--- src/wgm_pkg.sv ---
// ----------------------------------------------------------------------------
// wgm_pkg
// Types, constants and helpers shared by the wildcard glob matcher.
// ----------------------------------------------------------------------------
package wgm_pkg;

    localparam int PATTERN_MAX_DEF = 16;
    localparam int CFG_DATA_W      = 64;
    localparam int CFG_INDEX_W     = 2;
    localparam int PAT_LEN_W       = 5;
    localparam int QUEUE_DEPTH     = 4;
    localparam int QUEUE_PTR_W     = $clog2(QUEUE_DEPTH);
    localparam int QUEUE_CNT_W     = $clog2(QUEUE_DEPTH + 1);

    localparam logic [7:0] STAR_CHAR = 8'h2A;
    localparam logic [7:0] ANY_CHAR  = 8'h3F;

    typedef enum logic [CFG_INDEX_W-1:0] {
        CFG_PAT_LOW  = 2'd0,
        CFG_PAT_HIGH = 2'd1,
        CFG_PAT_LEN  = 2'd2
    } cfg_index_t;

    typedef struct packed {
        logic [7:0] symbol;
        logic       has_symbol;
        logic       end_of_text;
    } item_t;

    typedef struct packed {
        logic  valid;
        item_t item;
    } queue_head_t;

    function automatic logic [7:0] fold_case(input logic [7:0] c);
        logic [7:0] r;
        r = c;
        if (c >= 8'h61 && c <= 8'h7A)
        begin
            r = c - 8'h20;
        end
        return r;
    endfunction

endpackage

--- src/wgm_if.sv ---
// ----------------------------------------------------------------------------
// wgm_if
// Valid/ready channels for text items and match results.
// ----------------------------------------------------------------------------
interface wgm_text_if;
    logic       valid;
    logic       ready;
    logic [7:0] symbol;
    logic       has_symbol;
    logic       end_of_text;

    modport source (output valid, output symbol, output has_symbol,
                    output end_of_text, input ready);
    modport sink   (input valid, input symbol, input has_symbol,
                    input end_of_text, output ready);
endinterface

interface wgm_result_if;
    logic valid;
    logic ready;
    logic matched;

    modport source (output valid, output matched, input ready);
    modport sink   (input valid, input matched, output ready);
endinterface

--- src/wgm_front.sv ---
// ----------------------------------------------------------------------------
// wgm_front
// Accepts text items, drops empty ones and queues the rest for the matcher.
// ----------------------------------------------------------------------------
module wgm_front (
    input  logic                 clk,
    input  logic                 rst_n,
    wgm_text_if.sink             text_in,
    input  logic                 pop,
    output wgm_pkg::queue_head_t head
);

    wgm_pkg::item_t                       mem [wgm_pkg::QUEUE_DEPTH];
    logic [wgm_pkg::QUEUE_PTR_W-1:0]      wr_ptr_reg, wr_ptr_next;
    logic [wgm_pkg::QUEUE_PTR_W-1:0]      rd_ptr_reg, rd_ptr_next;
    logic [wgm_pkg::QUEUE_CNT_W-1:0]      count_reg, count_next;
    logic                                 accept;
    logic                                 push;
    logic                                 do_pop;
    wgm_pkg::item_t                       in_item;

    assign text_in.ready = (count_reg != wgm_pkg::QUEUE_CNT_W'(wgm_pkg::QUEUE_DEPTH));
    assign accept        = text_in.valid && text_in.ready;
    assign push          = accept && (text_in.has_symbol || text_in.end_of_text);
    assign do_pop        = pop && (count_reg != '0);

    assign in_item.symbol      = text_in.symbol;
    assign in_item.has_symbol  = text_in.has_symbol;
    assign in_item.end_of_text = text_in.end_of_text;

    assign head.valid = (count_reg != '0);
    assign head.item  = mem[rd_ptr_reg];

    always_comb
    begin
        wr_ptr_next = wr_ptr_reg;
        rd_ptr_next = rd_ptr_reg;
        count_next  = count_reg;
        if (push)
        begin
            wr_ptr_next = wr_ptr_reg + 1'b1;
        end
        if (do_pop)
        begin
            rd_ptr_next = rd_ptr_reg + 1'b1;
        end
        if (push && !do_pop)
        begin
            count_next = count_reg + 1'b1;
        end
        else if (!push && do_pop)
        begin
            count_next = count_reg - 1'b1;
        end
    end

    always_ff @(posedge clk)
    begin
        if (push)
        begin
            mem[wr_ptr_reg] <= in_item;
        end
    end

    always_ff @(posedge clk or negedge rst_n)
    begin
        if (!rst_n)
        begin
            wr_ptr_reg <= '0;
            rd_ptr_reg <= '0;
            count_reg  <= '0;
        end
        else
        begin
            wr_ptr_reg <= wr_ptr_next;
            rd_ptr_reg <= rd_ptr_next;
            count_reg  <= count_next;
        end
    end

endmodule

--- src/wgm_back.sv ---
// ----------------------------------------------------------------------------
// wgm_back
// Advances the live pattern position set and registers the verdict.
// ----------------------------------------------------------------------------
module wgm_back #(
    parameter int PATTERN_MAX = wgm_pkg::PATTERN_MAX_DEF
) (
    input  logic                               clk,
    input  logic                               rst_n,
    input  logic [wgm_pkg::CFG_DATA_W-1:0]     pat_low,
    input  logic [wgm_pkg::CFG_DATA_W-1:0]     pat_high,
    input  logic [wgm_pkg::PAT_LEN_W-1:0]      pat_len,
    input  wgm_pkg::queue_head_t               head,
    output logic                               pop,
    wgm_result_if.source                       result_out
);

    localparam int LEN_W = $clog2(PATTERN_MAX + 1);
    localparam int SET_W = PATTERN_MAX + 1;

    logic [7:0]             pat_byte [PATTERN_MAX];
    logic [PATTERN_MAX-1:0] star;
    logic [PATTERN_MAX-1:0] any_hit;
    logic [PATTERN_MAX-1:0] in_use;
    logic [LEN_W-1:0]       lim;
    logic [LEN_W-1:0]       eff_len;
    logic [SET_W-1:0]       live_reg, live_next;
    logic [SET_W-1:0]       closed;
    logic [SET_W-1:0]       advanced;
    logic [SET_W-1:0]       tail_ok;
    logic [SET_W-1:0]       verdict_set;
    logic                   out_valid_reg, out_valid_next;
    logic                   matched_reg, matched_next;
    logic                   out_free;
    logic [7:0]             sym_fold;

    for (genvar g = 0; g < PATTERN_MAX; g++)
    begin : g_bytes
        if (g < 8)
        begin : g_low
            assign pat_byte[g] = pat_low[8*g +: 8];
        end
        else
        begin : g_high
            assign pat_byte[g] = pat_high[8*(g-8) +: 8];
        end
    end

    assign sym_fold = wgm_pkg::fold_case(head.item.symbol);

    always_comb
    begin
        if (pat_len > wgm_pkg::PAT_LEN_W'(PATTERN_MAX))
        begin
            lim = LEN_W'(PATTERN_MAX);
        end
        else
        begin
            lim = LEN_W'(pat_len);
        end
        eff_len = lim;
        for (int i = PATTERN_MAX - 1; i >= 0; i--)
        begin
            if (LEN_W'(i) < lim && pat_byte[i] == 8'h00)
            begin
                eff_len = LEN_W'(i);
            end
        end
    end

    always_comb
    begin
        for (int i = 0; i < PATTERN_MAX; i++)
        begin
            in_use[i]  = (LEN_W'(i) < eff_len);
            star[i]    = (pat_byte[i] == wgm_pkg::STAR_CHAR);
            any_hit[i] = (pat_byte[i] == wgm_pkg::ANY_CHAR) ||
                         (wgm_pkg::fold_case(pat_byte[i]) == sym_fold);
        end
    end

    always_comb
    begin
        closed[0] = live_reg[0];
        for (int i = 1; i < SET_W; i++)
        begin
            closed[i] = (live_reg[i] && (LEN_W'(i) <= eff_len)) ||
                        (closed[i-1] && in_use[i-1] && star[i-1]);
        end
    end

    always_comb
    begin
        advanced = '0;
        for (int i = 0; i < PATTERN_MAX; i++)
        begin
            if (closed[i] && in_use[i])
            begin
                if (star[i])
                begin
                    advanced[i] = 1'b1;
                end
                else if (any_hit[i])
                begin
                    advanced[i+1] = 1'b1;
                end
            end
        end
    end

    always_comb
    begin
        tail_ok[PATTERN_MAX] = (eff_len == LEN_W'(PATTERN_MAX));
        for (int j = PATTERN_MAX - 1; j >= 0; j--)
        begin
            tail_ok[j] = (eff_len == LEN_W'(j)) ||
                         (in_use[j] && star[j] && tail_ok[j+1]);
        end
    end

    assign verdict_set = head.item.has_symbol ? advanced : live_reg;
    assign out_free    = !out_valid_reg || result_out.ready;
    assign pop         = head.valid && (!head.item.end_of_text || out_free);

    always_comb
    begin
        live_next      = live_reg;
        out_valid_next = out_valid_reg && !result_out.ready;
        matched_next   = matched_reg;
        if (pop)
        begin
            if (head.item.has_symbol)
            begin
                live_next = advanced;
            end
            if (head.item.end_of_text)
            begin
                live_next      = SET_W'(1);
                out_valid_next = 1'b1;
                matched_next   = |(verdict_set & tail_ok);
            end
        end
    end

    assign result_out.valid   = out_valid_reg;
    assign result_out.matched = matched_reg;

    always_ff @(posedge clk)
    begin
        matched_reg <= matched_next;
    end

    always_ff @(posedge clk or negedge rst_n)
    begin
        if (!rst_n)
        begin
            live_reg      <= SET_W'(1);
            out_valid_reg <= 1'b0;
        end
        else
        begin
            live_reg      <= live_next;
            out_valid_reg <= out_valid_next;
        end
    end

endmodule

--- src/wildcard_glob_matcher.sv ---
// ----------------------------------------------------------------------------
// wildcard_glob_matcher
// Streams text items against a stored '*'/'?' pattern, case-insensitive.
//
//   channel     dir   handshake      payload
//   text_in     in    valid/ready    symbol, has_symbol, end_of_text
//   result_out  out   valid/ready    matched
//   cfg         in    cfg_we         cfg_index, cfg_data
//
// One item per cycle sustained while results are taken; the position-set
// update is combinational logic in the matcher stage. A verdict is registered
// once its end item is queued and popped. A four-entry queue between front
// and matcher absorbs result-side stalls; text_in.ready drops only when it is
// full. Reset clears the pattern registers, the queue and the live set.
// ----------------------------------------------------------------------------
module wildcard_glob_matcher #(
    parameter int PATTERN_MAX = wgm_pkg::PATTERN_MAX_DEF
) (
    input  logic                             clk,
    input  logic                             rst_n,
    wgm_text_if.sink                         text_in,
    wgm_result_if.source                     result_out,
    input  logic                             cfg_we,
    input  logic [wgm_pkg::CFG_INDEX_W-1:0]  cfg_index,
    input  logic [wgm_pkg::CFG_DATA_W-1:0]   cfg_data
);

    logic [wgm_pkg::CFG_DATA_W-1:0] pat_low_reg;
    logic [wgm_pkg::CFG_DATA_W-1:0] pat_high_reg;
    logic [wgm_pkg::PAT_LEN_W-1:0]  pat_len_reg;
    wgm_pkg::queue_head_t           head;
    logic                           pop;

    always_ff @(posedge clk or negedge rst_n)
    begin
        if (!rst_n)
        begin
            pat_low_reg  <= '0;
            pat_high_reg <= '0;
            pat_len_reg  <= '0;
        end
        else if (cfg_we)
        begin
            unique case (wgm_pkg::cfg_index_t'(cfg_index))
                wgm_pkg::CFG_PAT_LOW:  pat_low_reg  <= cfg_data;
                wgm_pkg::CFG_PAT_HIGH: pat_high_reg <= cfg_data;
                wgm_pkg::CFG_PAT_LEN:  pat_len_reg  <= cfg_data[wgm_pkg::PAT_LEN_W-1:0];
                default:               ;
            endcase
        end
    end

    wgm_front u_front (
        .clk     (clk),
        .rst_n   (rst_n),
        .text_in (text_in),
        .pop     (pop),
        .head    (head)
    );

    wgm_back #(
        .PATTERN_MAX (PATTERN_MAX)
    ) u_back (
        .clk        (clk),
        .rst_n      (rst_n),
        .pat_low    (pat_low_reg),
        .pat_high   (pat_high_reg),
        .pat_len    (pat_len_reg),
        .head       (head),
        .pop        (pop),
        .result_out (result_out)
    );

endmodule

--- src/flat_wrapper.sv ---
// flat-port wrapper written by rule: the top's interface ports become plain ports
module wildcard_glob_matcher_flat 
#(
    parameter int PATTERN_MAX = wgm_pkg::PATTERN_MAX_DEF
)
  (clk, rst_n, cfg_we, cfg_index, cfg_data, text_in_valid, text_in_symbol, text_in_has_symbol, text_in_end_of_text, text_in_ready, result_out_valid, result_out_matched, result_out_ready);
  wgm_text_if text_in_i ();
  wgm_result_if result_out_i ();
  input  logic clk;
  input  logic rst_n;
  input  logic cfg_we;
  input  logic [wgm_pkg::CFG_INDEX_W-1:0] cfg_index;
  input  logic [wgm_pkg::CFG_DATA_W-1:0] cfg_data;
  input wire logic [$bits(text_in_i.valid)-1:0] text_in_valid;
  input wire logic [$bits(text_in_i.symbol)-1:0] text_in_symbol;
  input wire logic [$bits(text_in_i.has_symbol)-1:0] text_in_has_symbol;
  input wire logic [$bits(text_in_i.end_of_text)-1:0] text_in_end_of_text;
  output wire logic [$bits(text_in_i.ready)-1:0] text_in_ready;
  output wire logic [$bits(result_out_i.valid)-1:0] result_out_valid;
  output wire logic [$bits(result_out_i.matched)-1:0] result_out_matched;
  input wire logic [$bits(result_out_i.ready)-1:0] result_out_ready;
  assign text_in_i.valid = text_in_valid;
  assign text_in_i.symbol = text_in_symbol;
  assign text_in_i.has_symbol = text_in_has_symbol;
  assign text_in_i.end_of_text = text_in_end_of_text;
  assign text_in_ready = text_in_i.ready;
  assign result_out_valid = result_out_i.valid;
  assign result_out_matched = result_out_i.matched;
  assign result_out_i.ready = result_out_ready;
  wildcard_glob_matcher #(.PATTERN_MAX(PATTERN_MAX)) u_core (.clk(clk), .rst_n(rst_n), .text_in(text_in_i), .result_out(result_out_i), .cfg_we(cfg_we), .cfg_index(cfg_index), .cfg_data(cfg_data));
endmodule
--- config.mk ---
export PLATFORM = sky130hd
export DESIGN_NAME = wildcard_glob_matcher_flat
export DESIGN_NICKNAME = d
export VERILOG_FILES = /design/src/wgm_pkg.sv /design/src/wgm_if.sv /design/src/wgm_front.sv /design/src/wgm_back.sv /design/src/wildcard_glob_matcher.sv /design/src/flat_wrapper.sv
export SDC_FILE = /design/constraint.sdc
export NUM_CORES = 1
export LEC_CHECK = 0
export BUFFER_PORTS_ARGS = -buffer_cell sky130_fd_sc_hd__buf_2
export CAP_MARGIN = 5
export CORE_UTILIZATION = 25
export DETAILED_ROUTE_END_ITERATION = 12
export SYNTH_ARGS = -nofsm -noshare
export SYNTH_HDL_FRONTEND = slang
export SYNTH_SLANG_ARGS = --single-unit
--- constraint.sdc ---
create_clock -name clk -period 3.4 [get_ports clk]
set_input_delay 0.17 -clock clk [delete_from_list [all_inputs] [get_ports clk]]
set_output_delay 0.17 -clock clk [all_outputs]
set_load 0.1 [all_outputs]
==> results.tsv <==
stage	metric	value	unit
outcome	status	complete, but fails checks	
outcome	violations	setup timing	
sta	maxSlewViolCount	0	
power_and_ir_drop	p_per_area	668	mW/mm²
grt	grt_max_degree	81	
die	initial_core_util	25.3	%
final_layout	antenna_cells	0	
grt	overflow	0	
routing	drt-total-wl	49.7	mm
final_layout	fin_area	0.0194	mm²
routing	vias	13100	
place	gp_congestion	1.00	
sta	fin_ws	-0.616	ns
grt	grt_pass1_wl	77.0	mm
sta	setup_viol	8	
final_layout	area_delta_synth_final	45.7	%
grt	grt_pass1_vias	13500	
power_and_ir_drop	switchingPower	5.55	mW
clocking	tritoncts	built	
sta	layout_worst_path_cycle_share	118	%
sta	layout_min_cycle_time	4.02	ns
final_layout	drive_gt1_share	39.4	%
synthesis	ys.flop_type	dfrtp_1	
power_and_ir_drop	pwr-share-seq	24.4	%
grt	antenna_found_initial	0	
power_and_ir_drop	p_comb_share	58.8	%
clocking	cts_sinks	199	
grt	grt.total_usage	18.8	%
synthesis	ys_seq_area_share	38.9	%
final_layout	final_cell_mix	394 x buf_4, 156 x dfrtp_1, 120 x mux2_2	
clocking	cts_buffers	17	
clocking	cts_max_path_buffers	2	
place	dpl.hpwl	38.7	mm
sta	worst_slew_pin_slew	1.03	ns
die	die_h	233	µm
clocking	insertion_delay	0.51	ns
setup_path	ff2ff_setup_slack	-0.62	ns
setup_path	required	3.66	ns
sta	rsz0062_at_grt	true	
final_layout	nets	2005	
routing	ant_nets	0	
synthesis	synth.avg_cell_area	9.77	µm²
clocking	cts.htree.levels	4	
synthesis	syn_nets	1470	
synthesis	synth_area	0.0133	mm²
synthesis	synth_top_cells_by_area	dfrtp_1 29%, mux2_2 10%, edfxtp_1 9.2%	
run	maxCapViolCount	0	
final_layout	final_core_util	36.9	%
synthesis	synth_top_area_share	29.4	%
power_and_ir_drop	clkPwrFrac	16.8	%
power_and_ir_drop	p_sw_share	42.7	%
routing	firstDrtPassIters	5	
sta	slew_headroom	31.4	%
synthesis	yosysUniqueCellTypes	95	
die	core	0.0527	mm²
sta	fmax	0.249	GHz
die	fp-row-count	84	
power_and_ir_drop	vdd_ir_drop_max	0.522	mV
place	placedCellCount	2469	
power_and_ir_drop	internal_power	7.44	mW
routing	vias_per_cell	5.04	
synthesis	synth_enable_flop_cells	41	
sta	hold_viol_final	0	
setup_path	end_kind	register	
clocking	clk_pin_slew_worst_paths	0.08	ns
synthesis	ys_seq_elements	199	
setup_path	cp.arrival	4.28	ns
setup_path	start_kind	register	
die	die-area	0.0543	mm²
synthesis	async_flop_share	79.4	%
die	dieWidth	233	µm
routing	drc	0	
routing	drt-initial-drc-count	912	
hold_path	hold_class	in -> reg	
clocking	clock-root-buffer	clkbuf_16	
sta	fin_skew	0.0144	ns
place	placed_cell_area	0.0174	mm²
final_layout	final_cells	2602	
synthesis	syn_inst	1366	
die	io_pins	84	
power_and_ir_drop	leakage	8.16	nW
place	port_buffers	83	
routing	wire_per_inst	19.1	µm
setup_path	crit_fanout	6	
setup_path	critical_path_class	reg -> reg	
sta	fin_tns_setup	-1.29	ns
synthesis	yosys.area.top_type	dfrtp_1	
synthesis	yosysWarnings	0	
final_layout	final_common_cell	buf_4	
path summary, 6_finish.rpt:
kind	start	to	cells past startpoint
worst max-delay path	u_core.pat_len_reg[3]	u_core.u_back.result_out.matched	12
worst min-delay path	text_in_valid	u_core.u_front.wr_ptr_reg[0]	4
worst max register to register	u_core.pat_len_reg[3]	u_core.u_back.result_out.matched	12
worst min register to register	u_core.u_back.live_reg[16]	u_core.u_back.live_reg[16]	1
max in group asynchronous	rst_n	u_core.u_back.live_reg[0]	3
min in group asynchronous	rst_n	u_core.pat_low_reg[49]	2
power by group through the flow:
stage	sequential, mW	combinational, mW	clock [mW]
after floorplan	3.39	3.68	0
final	3.17	7.63	2.18
after detailed placement	3.21	6.91	0
after global placement	3.19	6.79	0
after CTS	3.17	7.29	2.27
after global routing	3.22	8.19	2.33
kinds of logic (layout without fill, tap and decap cells):
logic type | after synthesis | in the layout | synth area share [%]
DFF | 199 | 199 | 38.9
muxes | 135 | 135 | 11.9
xor gates and xnor gates | 128 | 128 | 8.40
AOI/OAI and AO/OA | 332 | 332 | 18.0
buffers and inverters | 104 | 652 | 3.30
and+or+nand+nor | 445 | 445 | 17.3
adders and majority gates | 23 | 23 | 2.21
metrics by stage:
step | setup slack (ns) | hold WS, ns | total power, mW
3_5_place_dp | -0.889 | 0.209 | 10.1
3_3_place_gp | -0.913 | 0.203 | 9.98
4_1_cts | -0.555 | 0.111 | 12.7
6_report | -0.616 | 0.155 | 13.0
5_1_grt | -0.797 | 0.190 | 13.7
2_1_floorplan | -0.222 | -0.126 | 7.07
area by class of cell:
type                            count  area [µm²]
Inverter                           49         184
Fill cell                        5244       33200
Multi-Input combinational cell   1063        8170
Timing Repair Buffer              571        4410
Clock inverter                     15         208
Clock buffer                       17         425
Sequential cell                   199        5190
Tap cell                          688         861
synth_stat cells, types with 7 or more instances:
master and count:
a32oi_1 7, and3_1 15, xnor2_1 78, o2111ai_1 7, a21oi_1 50, a41oi_1 10
inv_1 49, a21o_1 11, nand2_1 112, nand3_1 44, nor3_1 58, o21a_1 15
mux4_2 7, o211ai_1 10, nor2_1 73, clkbuf_1 39, ha_1 22, and2_1 13
nand4_1 24, xor2_1 50, a211oi_1 13, or3_1 13, mux2_2 120, nor4_1 28
o21ai_0 66, o31ai_1 14, mux2i_1 8, nand4b_1 7, or4_1 8, edfxtp_1 41
dfrtp_1 157, a22o_1 7, or2_2 11, a31oi_1 19
critical path, stage by stage, from the launching register on:
cell,delay [ns]
dfrtp_1,0.41
o211ai_1,0.31
a2111oi_4,0.62
o21ai_1,0.11
o2111a_2,0.31
o31a_1,0.44
a21oi_2,0.23
o31a_1,0.31
nand2_1,0.15
a22oi_2,0.26
o32ai_1,0.20
nor4_2,0.30
nand2_1,0.09
routing by layer:
layer / part of all wire [%] / GRT usage, % / vias to the layer above
li1: - / - / 6227
met1: 45 / 23.9 / 6478
met2: 48 / 31.3 / 338
met3: 4.2 / 2.98 / 74
met4: 3.1 / 8.33 / 0
met5: 0 / 0 / -
what timing repair did:
item,in CTS,in global routing
pin swaps,43,20
resized for setup,63,36
hold buffers,76,0
endpoints found under the setup margin,12,15
hold endpoints to repair,238,0
setup buffers,18,9
Power figures use the tool's default switching activity.
